===== src/rtl/rmf_pkg.sv =====
// ----------------------------------------------------------------------------
// Running median filter package
// Shared data width, default window size and the link passed between cells.
// ----------------------------------------------------------------------------
`timescale 1ns / 1ps

package rmf_pkg;

    localparam int RMF_DATA_W      = 16;
    localparam int RMF_WINDOW_SIZE = 17;

    typedef struct packed {
        logic signed [RMF_DATA_W-1:0] value;
        logic                         le;
        logic                         ev_out;
    } t_link;

endpackage


===== src/rtl/rmf_cell.sv =====
// ----------------------------------------------------------------------------
// Running median filter sorting cell
// Holds one window entry and its age; on each word it keeps its entry, takes
// a neighbor's entry or takes the new sample, so the chain stays sorted.
// ----------------------------------------------------------------------------
`timescale 1ns / 1ps

module rmf_cell #(
    parameter int WINDOW_SIZE = rmf_pkg::RMF_WINDOW_SIZE,
    parameter int AGE_W       = $clog2(rmf_pkg::RMF_WINDOW_SIZE),
    parameter int RESET_AGE   = 0,
    parameter bit IS_FIRST    = 1'b0,
    parameter bit IS_LAST     = 1'b0
) (
    input  logic                                 i_clk,
    input  logic                                 i_rst_n,
    input  logic                                 i_en,
    input  logic signed [rmf_pkg::RMF_DATA_W-1:0] i_sample,
    input  rmf_pkg::t_link                       i_lo,
    input  logic [AGE_W-1:0]                     i_lo_age,
    input  rmf_pkg::t_link                       i_hi,
    input  logic [AGE_W-1:0]                     i_hi_age,
    output rmf_pkg::t_link                       o_link,
    output logic [AGE_W-1:0]                     o_age
);

    logic signed [rmf_pkg::RMF_DATA_W-1:0] r_value, n_value;
    logic [AGE_W-1:0]                      r_age, n_age;

    logic                                  ev_here, ev_below, ev_up, le_self;
    logic                                  up_exists, up_le, dn_exists, dn_le;
    logic signed [rmf_pkg::RMF_DATA_W-1:0] up_val, dn_val;
    logic [AGE_W-1:0]                      up_age, dn_age;

    assign ev_here  = (r_age == AGE_W'(WINDOW_SIZE - 1));
    assign ev_below = IS_FIRST ? 1'b0 : i_lo.ev_out;
    assign ev_up    = ev_below | ev_here;
    assign le_self  = (r_value <= i_sample);

    always_comb begin
        if (ev_up) begin
            up_exists = !IS_LAST;
            up_le     = i_hi.le;
            up_val    = i_hi.value;
            up_age    = i_hi_age;
        end else begin
            up_exists = 1'b1;
            up_le     = le_self;
            up_val    = r_value;
            up_age    = r_age;
        end
        if (ev_below) begin
            dn_exists = 1'b1;
            dn_le     = le_self;
            dn_val    = r_value;
            dn_age    = r_age;
        end else begin
            dn_exists = !IS_FIRST;
            dn_le     = i_lo.le;
            dn_val    = i_lo.value;
            dn_age    = i_lo_age;
        end
        if (up_exists && up_le) begin
            n_value = up_val;
            n_age   = up_age + AGE_W'(1);
        end else if (!dn_exists || dn_le) begin
            n_value = i_sample;
            n_age   = '0;
        end else begin
            n_value = dn_val;
            n_age   = dn_age + AGE_W'(1);
        end
    end

    always_ff @(posedge i_clk) begin
        if (!i_rst_n) begin
            r_value <= '0;
            r_age   <= AGE_W'(RESET_AGE);
        end else if (i_en) begin
            r_value <= n_value;
            r_age   <= n_age;
        end
    end

    assign o_link.value  = r_value;
    assign o_link.le     = le_self;
    assign o_link.ev_out = ev_up;
    assign o_age         = r_age;

endmodule


===== src/rtl/running_median_filter.sv =====
// ----------------------------------------------------------------------------
// Running median filter
// Sliding-window median over the last WINDOW_SIZE signed 16-bit samples.
// ----------------------------------------------------------------------------
// The slave stream carries one sample per word; the master stream returns
// one median word for every sample word accepted, in the same order.
// The window is a row of sorting cells, each holding one entry and its age.
// When a word is accepted, the oldest entry drops out, the new sample is
// inserted at its sorted place and every cell updates in the same cycle.
// The median is the entry of the middle cell, which is the output register.
// o_m_tvalid is raised in the cycle after a sample word is accepted.
// Throughput is one word per cycle while the receiver does not stall.
// When the receiver stalls, the median word holds and o_s_tready follows
// i_m_tready, so one new sample is taken only as the waiting word leaves.
// Reset clears every entry to zero, so the first medians include zeros,
// and clears o_m_tvalid.
// ----------------------------------------------------------------------------
`timescale 1ns / 1ps

module running_median_filter #(
    parameter int WINDOW_SIZE = rmf_pkg::RMF_WINDOW_SIZE
) (
    input  logic                              i_clk,
    input  logic                              i_rst_n,
    input  logic                              i_s_tvalid,
    output logic                              o_s_tready,
    input  logic [rmf_pkg::RMF_DATA_W-1:0]    i_s_tdata,  // [15:0] sample
    output logic                              o_m_tvalid,
    input  logic                              i_m_tready,
    output logic [rmf_pkg::RMF_DATA_W-1:0]    o_m_tdata   // [15:0] median
);

    localparam int AGE_W = $clog2(WINDOW_SIZE);
    localparam int MID   = (WINDOW_SIZE - 1) / 2;

    rmf_pkg::t_link   links [WINDOW_SIZE];
    logic [AGE_W-1:0] ages  [WINDOW_SIZE];

    logic r_valid, n_valid;
    logic in_fire;

    assign o_s_tready = !r_valid || i_m_tready;
    assign in_fire    = i_s_tvalid && o_s_tready;
    assign n_valid    = in_fire || (r_valid && !i_m_tready);

    always_ff @(posedge i_clk) begin
        if (!i_rst_n) begin
            r_valid <= 1'b0;
        end else begin
            r_valid <= n_valid;
        end
    end

    for (genvar g = 0; g < WINDOW_SIZE; g++) begin : g_cell
        rmf_pkg::t_link   lo, hi;
        logic [AGE_W-1:0] lo_age, hi_age;

        if (g == 0) begin : g_lo_edge
            assign lo     = '0;
            assign lo_age = '0;
        end else begin : g_lo_link
            assign lo     = links[g-1];
            assign lo_age = ages[g-1];
        end

        if (g == WINDOW_SIZE - 1) begin : g_hi_edge
            assign hi     = '0;
            assign hi_age = '0;
        end else begin : g_hi_link
            assign hi     = links[g+1];
            assign hi_age = ages[g+1];
        end

        rmf_cell #(
            .WINDOW_SIZE (WINDOW_SIZE),
            .AGE_W       (AGE_W),
            .RESET_AGE   (g),
            .IS_FIRST    (g == 0),
            .IS_LAST     (g == WINDOW_SIZE - 1)
        ) u_cell (
            .i_clk    (i_clk),
            .i_rst_n  (i_rst_n),
            .i_en     (in_fire),
            .i_sample (i_s_tdata),
            .i_lo     (lo),
            .i_lo_age (lo_age),
            .i_hi     (hi),
            .i_hi_age (hi_age),
            .o_link   (links[g]),
            .o_age    (ages[g])
        );
    end

    assign o_m_tvalid = r_valid;
    assign o_m_tdata  = links[MID].value;

endmodule


===== config.mk =====
export PLATFORM = sky130hd
export DESIGN_NAME = running_median_filter
export DESIGN_NICKNAME = d
export VERILOG_FILES = /design/src/rtl/rmf_pkg.sv /design/src/rtl/rmf_cell.sv /design/src/rtl/running_median_filter.sv
export SDC_FILE = /design/constraint.sdc
export NUM_CORES = 2
export LEC_CHECK = 0
export BUFFER_PORTS_ARGS = -buffer_cell sky130_fd_sc_hd__buf_2
export CORE_UTILIZATION = 24
export CTS_CLUSTER_DIAMETER = 200
export CTS_CLUSTER_SIZE = 10
export DETAILED_ROUTE_END_ITERATION = 10
export PLACE_DENSITY = 0.42
export SKIP_CTS_REPAIR_TIMING = 1
export SYNTH_ARGS = -nofsm -noshare
export SYNTH_HDL_FRONTEND = slang
export SYNTH_SLANG_ARGS = --single-unit

===== constraint.sdc =====
create_clock -name i_clk -period 4.3 [get_ports i_clk]
set_input_delay 0.86 -clock i_clk [delete_from_list [all_inputs] [get_ports i_clk]]
set_output_delay 0.86 -clock i_clk [all_outputs]
set_load 0.02 [all_outputs]

# Yosys cells after proc, flatten, opt, wreduce, memory -nomap -nowiden
# Index checks and enable logic that the tools add are counted.
[totals] reg_bits=358 inputBits=20 out_inout_bits=18 word_cells=229
[classes] n_addsub=17 magnitude_cmp=17 eq_ne=18 muxes=118 bitwise=16 n_reduce_logical=8
[op_table] operator="2-to-1 mux 16 bit" count=50
[op_table] operator="less-or-equal comparator 16 bit" count=17
[op_table] operator="2-to-1 mux 5 bit" count=50
[op_table] operator="adder 5 x 1 -> 5 bit (second input constant)" count=17
[op_table] operator="== test 5 bit (second input constant)" count=17
[op_table] operator="2-to-1 mux 1 bit" count=18
[op_table] operator="bitwise OR 1 bit" count=16
[op_table] operator="logical AND 1 bit" count=3
[op_table] operator="zero test 1 bit" count=2
[op_table] operator="logical OR 1 bit" count=2
[op_table] operator="inequality test 2 x 1 -> 1 bit (second input constant)" count=1
[op_table] operator="AND reduction 2 bit" count=1

# Longest topological paths before layout
[depth] ltp_word=21 depth_mapped=17 mapped_depth_nobuf=15

# Hierarchy
# Synthesis repeated with hierarchy kept, for this count alone.
[unflattened] hier_cells=5153 area_unflattened_um2=38777.2
[by_module_without_submodules] module="rmf_cell at g_cell[3].u_cell" n_inst=1 cells_per_inst=403 area_each_um2=2835.2 seq_area_each_um2=420.4
[by_module_without_submodules] module="rmf_cell at g_cell[12].u_cell" n_inst=1 cells_per_inst=353 area_each_um2=2745.1 seq_area_each_um2=420.4
[by_module_without_submodules] module="rmf_cell at g_cell[10].u_cell" n_inst=1 cells_per_inst=347 area_each_um2=2581.2 seq_area_each_um2=420.4
[by_module_without_submodules] module="rmf_cell at g_cell[4].u_cell" n_inst=1 cells_per_inst=335 area_each_um2=2459.9 seq_area_each_um2=420.4
[by_module_without_submodules] module="rmf_cell at g_cell[2].u_cell" n_inst=1 cells_per_inst=346 area_each_um2=2439.8 seq_area_each_um2=420.4
[by_module_without_submodules] module="rmf_cell at g_cell[1].u_cell" n_inst=1 cells_per_inst=338 area_each_um2=2411.1 seq_area_each_um2=420.4
[by_module_without_submodules] module="rmf_cell at g_cell[11].u_cell" n_inst=1 cells_per_inst=323 area_each_um2=2398.6 seq_area_each_um2=420.4
[by_module_without_submodules] module="rmf_cell at g_cell[5].u_cell" n_inst=1 cells_per_inst=280 area_each_um2=2336.0 seq_area_each_um2=420.4
[by_module_without_submodules] module="rmf_cell at g_cell[6].u_cell" n_inst=1 cells_per_inst=315 area_each_um2=2316.0 seq_area_each_um2=420.4
[by_module_without_submodules] module="rmf_cell at g_cell[8].u_cell" n_inst=1 cells_per_inst=307 area_each_um2=2260.9 seq_area_each_um2=420.4
[by_module_without_submodules] module="rmf_cell at g_cell[13].u_cell" n_inst=1 cells_per_inst=280 area_each_um2=2224.6 seq_area_each_um2=420.4
[by_module_without_submodules] module="rmf_cell at g_cell[7].u_cell" n_inst=1 cells_per_inst=306 area_each_um2=2220.9 seq_area_each_um2=420.4
[by_module_without_submodules] module="rmf_cell at g_cell[15].u_cell" n_inst=1 cells_per_inst=268 area_each_um2=2030.7 seq_area_each_um2=420.4
[by_module_without_submodules] module="rmf_cell at g_cell[9].u_cell" n_inst=1 cells_per_inst=262 area_each_um2=1989.4 seq_area_each_um2=420.4
[by_module_without_submodules] module="4 more rows"

# Least setup slack after synthesis
# OpenSTA, ideal clock, no wires.
[synth_timing] kind="input port to flip-flop" start="in i_s_tdata[7] (netlist name)" end="reg g_cell[4].u_cell.r_value[10] (netlist name)" setup_time_ps=70 arrival_ps=3715 t_required_ps=4230 path_slack_ps=515 stages=11 cell_sequence="inv_1 -> ha_1 -> a2111oi_0 -> o221ai_1 -> a311oi_1 -> a211oi_1 -> a22oi_2 -> buf_2 -> mux2_2 -> mux2_2 -> a21oi_1"
[synth_between] elab_chain_len=4 word_cells_on_any_way=7 cone_classes="3 x order compare; 4 x mux"
[synth_rtl] element="start: declaration" line_no="running_median_filter.sv:27" source="input logic [rmf_pkg::RMF_DATA_W-1:0] i_s_tdata,"
[synth_rtl] element="less-or-equal comparator 16 bit" line_no="rmf_cell.sv:38" source="assign le_self = (r_value <= i_sample);"
[synth_rtl] element="2-to-1 mux 1 bit" line_no="rmf_cell.sv:52" source="if (ev_below) begin"
[synth_rtl] element="2-to-1 mux 16 bit" line_no="rmf_cell.sv:66" source="end else if (!dn_exists || dn_le) begin"
[synth_rtl] element="2-to-1 mux 16 bit (*)" line_no="rmf_cell.sv:63" source="if (up_exists && up_le) begin"
[synth_rtl] element="end signal: assignment" line_no="rmf_cell.sv:80" source="r_value <= n_value;"
[synth_rtl] element="end: declaration" line_no="rmf_cell.sv:27" source="logic signed [rmf_pkg::RMF_DATA_W-1:0] r_value, n_value;"
# Mark *: on every way between the ends. The rest lies on a longest branch, timed or not.
# A chain may end at the register's enable or synchronous reset.

# Final worst setup path
[layout_timing] start="reg g_cell[1].u_cell.r_age[0]" end="reg g_cell[15].u_cell.r_age[4]"
[layout_between] elab_chain_len=19 word_cells_on_any_way=24 cone_classes="2 x add/sub; 1 x eq/ne; 6 x mux; 15 x bitwise"
[layout_rtl] element="start: declaration" line_no="rmf_cell.sv:28" source="logic [AGE_W-1:0] r_age, n_age;"
[layout_rtl] element="start signal: assignment" line_no="rmf_cell.sv:78" source="r_age <= AGE_W'(RESET_AGE);"
[layout_rtl] element="start signal: assignment" line_no="rmf_cell.sv:81" source="r_age <= n_age;"
[layout_rtl] element="== test 5 bit (*)" line_no="rmf_cell.sv:35" source="assign ev_here = (r_age == AGE_W'(WINDOW_SIZE - 1));"
[layout_rtl] element="bitwise OR 1 bit (*) (14 in series)" line_no="rmf_cell.sv:37" source="assign ev_up = ev_below | ev_here;"
[layout_rtl] element="2-to-1 mux 5 bit / bitwise OR 1 bit (equally long branches)" line_no="rmf_cell.sv:52, rmf_cell.sv:37"
[layout_rtl] element="adder 5 x 1 -> 5 bit / 2-to-1 mux 5 bit (equally long branches)" line_no="rmf_cell.sv:71, rmf_cell.sv:41"
[layout_rtl] element="2-to-1 mux 5 bit / adder 5 x 1 -> 5 bit (equally long branches)" line_no="rmf_cell.sv:66, rmf_cell.sv:65"
[layout_rtl] element="2-to-1 mux 5 bit (*)" line_no="rmf_cell.sv:63"
[layout_rtl] element="end signal: assignment" line_no="rmf_cell.sv:78"
[layout_rtl] element="end signal: assignment" line_no="rmf_cell.sv:81"
[layout_rtl] element="end: declaration" line_no="rmf_cell.sv:28"
# Marks and branches as above.

==> flow_summary.json <==
{
  "status": "finished clean",
  "synthesis.nets": 3960,
  "die_h_um": 346,
  "max-slew-margin-rel_pct": 5.85,
  "reg2regPathDepth": 14,
  "combPwrFrac_pct": 48.1,
  "setup_viol": 0,
  "hp-class": "reg -> reg",
  "rr_startpoint": "g_cell[1].u_cell.o_age[0]",
  "startpoint": "g_cell[1].u_cell.o_age[0]",
  "grt_usage_pct": 18.8,
  "dpl.hpwl_um": 84400,
  "p_seq_share_pct": 30.7,
  "final_nets": 3950,
  "post-synth-top-count-cell": "nand2_1",
  "routed_wl_um": 116000,
  "firstDrtPassIters": 5,
  "cts_tree": "built",
  "timing.rr.end": "g_cell[15].u_cell.o_age[4]",
  "p_leak_nw": 13.8,
  "io_pins": 38,
  "ys_ff_latch": 358,
  "drtIter0Drc": 2189,
  "rsz0062_at_grt": "no",
  "cts-root-buf": "clkbuf_16",
  "cts_max_level": 2,
  "drv_slew": 0,
  "p_int_mw": 8.82,
  "syn2layout_area_growth_pct": 13.2,
  "skew_ns": 0.0183,
  "synth_top_area_share_pct": 25.2,
  "routedWlPerCell_um": 22.5,
  "placedCellCount": 5123,
  "crit_chain": "or4_1, o22a_1, nand4_4, nor3_2, nand2_1, mux2i_1, inv_1, ha_1, nand3_1, nor3_1, mux2i_1, nor3_1, nor2_1, a221o_1",
  "die_area_um2": 120000,
  "tightest_slew_ns": 1.41,
  "cp-start-kind": "register",
  "die_w_um": 346,
  "ys_types": 93,
  "core_area_um2": 117000,
  "rows": 125,
  "r2r_slack_ns": 0.35,
  "async_flop_share_pct": 0,
  "avgSynthCellArea_um2": 7.79,
  "max_freq_mhz": 253,
  "clk_pin_slew_ns": 0.06,
  "synth_area_leaders": "dfxtp_1 25%, ha_1 13%, mux2i_1 9.4%",
  "ys_seq_area_share_pct": 25.2,
  "yosysWarnings": 0,
  "ys_top_cells_by_count": "407 x nand2_1, 362 x o21ai_0, 358 x dfxtp_1, 337 x a21oi_1, 288 x ha_1",
  "ant_nets": 0,
  "synth_area_leader_cell": "dfxtp_1",
  "antenna_found_initial": 3,
  "synth_ff_type": "dfxtp_1",
  "cpPeakStageDelay_ns": 0.53,
  "worstSkewPairLatency_ns": 0.60,
  "vias_per_cell": 5.39,
  "p_total_mw": 15.9,
  "initial_core_util_pct": 24.4,
  "worst_setup_path_end_kind": "register",
  "post_dp_cell_area_um2": 31100,
  "netlist_instances": 3652,
  "finalSetupTns_ns": 0,
  "crit_fanout": 12,
  "fin_area_um2": 32200,
  "place.gp.congestion": 0.851,
  "post-route-period-util_pct": 91.8,
  "drv_cap": 0,
  "power.switching_mw": 7.05,
  "syn_area_um2": 28500,
  "drive_above_1_share_pct": 9.77,
  "hp-start": "g_cell[15].u_cell.r_value[0]",
  "swShare_pct": 44.4,
  "synth_edf_count": 0,
  "required_ns": 4.78,
  "clk_path_buf_depth": 3,
  "fin_crit_ns": 3.95,
  "cts_buffers": 41,
  "crit_end": "g_cell[15].u_cell.o_age[4]",
  "fin_cells": 5170,
  "grt_first_pass_wirelength_um": 175000,
  "port_buffers": 37,
  "cts.sinks": 358,
  "powerDensity_nw_per_um2": 492,
  "worst_ep_arrival_time_ns": 4.43,
  "vias": 27800,
  "crit_type": "reg -> reg",
  "grt_max_degree": 87,
  "drc": 0,
  "grt_pass1_vias": 26700,
  "critPathSlowestCell": "nor3_2",
  "grt_overflow": 0,
  "p_clk_share_pct": 21.1,
  "final_hold_viol_count": 0,
  "ir_worst_vdd_mv": 0.255
}
## per-layer routing
| layer | share of wire (%) | up-vias | global-route usage [%] |
|---|---|---|---|
| li1 | - | 13700 | - |
| met1 | 50 | 13300 | 27.4 |
| met2 | 42 | 684 | 28.2 |
| met3 | 4.4 | 174 | 2.23 |
| met4 | 3.5 | 0 | 6.33 |
| met5 | 0 | - | 0 |
## final cells by class
| class | count | area (um2) |
|---|---|---|
| fillers | 12600 | 84600 |
| multi-input cells | 2920 | 19900 |
| flip-flops and latches | 358 | 7170 |
| well taps | 1524 | 1910 |
| repair buffers | 219 | 1800 |
| clock buffers | 44 | 1090 |
| inverters | 102 | 383 |
| clock inverters | 1 | 8.76 |
| diodes | 2 | 5.00 |
## critical path, delay by kind of cell (launching register included)
| family | cells | cell delay (ns) |
|---|---|---|
| AO/OA/AOI/OAI | 2 | 0.70 |
| adder cells (fa/ha/maj) | 1 | 0.23 |
| buffers and inverters | 1 | 0.11 |
| flip-flops | 1 | 0.41 |
| multiplexers | 2 | 0.35 |
| AND/OR/NAND/NOR | 8 | 1.98 |
## worst min path at each step
stage | slack (ns) | endpoint | cells after the start
finish | 0.48 | g_cell[15].u_cell.r_value[0] | 2
global route | 0.51 | g_cell[16].u_cell.r_value[0] | 2
CTS | 0.48 | g_cell[0].u_cell.o_age[4] | 2
detailed placement | 0.47 | g_cell[0].u_cell.o_age[4] | 2
global placement | 0.46 | g_cell[0].u_cell.o_age[4] | 2
floorplan | 0.45 | g_cell[0].u_cell.o_age[4] | 2
## cells by family (layout without fill, tap and decap cells)
logic type | after synthesis | after routing | share of synthesized area (%)
AOI/OAI and AO/OA | 1274 | 1274 | 28.0
and+or+nand+nor | 995 | 995 | 15.9
buffers and inverters | 374 | 366 | 5.39
DFF | 358 | 358 | 25.2
muxes | 310 | 310 | 11.2
adders and majority gates | 288 | 288 | 12.7
xor gates and xnor gates | 53 | 53 | 1.63
other | 0 | 2 | 0
## flip-flops by register name, indices dropped and copies added, names as in the netlist
| name | flops |
|---|---|
| o_m_tvalid | 1 |
| g_cell.u_cell.r_value | 272 |
| g_cell.u_cell.o_age | 85 |
## cells in the final DEF, fill, tap and decap left out, types with 14 or more instances in the layout
master / count
nor3_1: 37
and2_1: 18
ha_1: 288
o31ai_1: 18
a22o_1: 25
nor4_1: 18
inv_1: 100
nand2b_1: 14
nor2b_1: 23
a21oi_1: 336
mux2_2: 41
xor2_1: 17
nand4_1: 50
nand2_1: 405
mux2i_1: 261
o21ai_0: 362
xnor2_1: 36
o21a_1: 27
nor2_1: 224
clkbuf_16: 43
buf_12: 19
dfxtp_1: 358
o22a_1: 32
o221ai_1: 114
o21ai_1: 39
buf_4: 163
a22oi_1: 31
o211ai_1: 51
a31oi_1: 60
a311o_1: 15
buf_2: 36
a21o_1: 30
nand3_1: 142
o22ai_1: 38
## power by group through the flow
stage	clock network, mW	registers (mW)	logic [mW]
2_1_floorplan	0	4.55	5.36
3_3_place_gp	0	4.93	7.57
3_5_place_dp	0	4.93	7.58
4_1_cts	3.46	4.85	7.62
5_1_grt	3.56	4.96	8.45
6_report	3.35	4.88	7.64
## metrics by stage
stage	hold WS, ns	util, %	worst slack [ns]
final	0.481	27.6	0.352
after global routing	0.513	27.6	0.174
after CTS	0.480	27.6	0.434
after detailed placement	0.470	26.6	0.188
after global placement	0.464	26.6	0.204
after floorplan	0.445	-	0.515
Note: power is estimated with default switching activity, not from simulation.
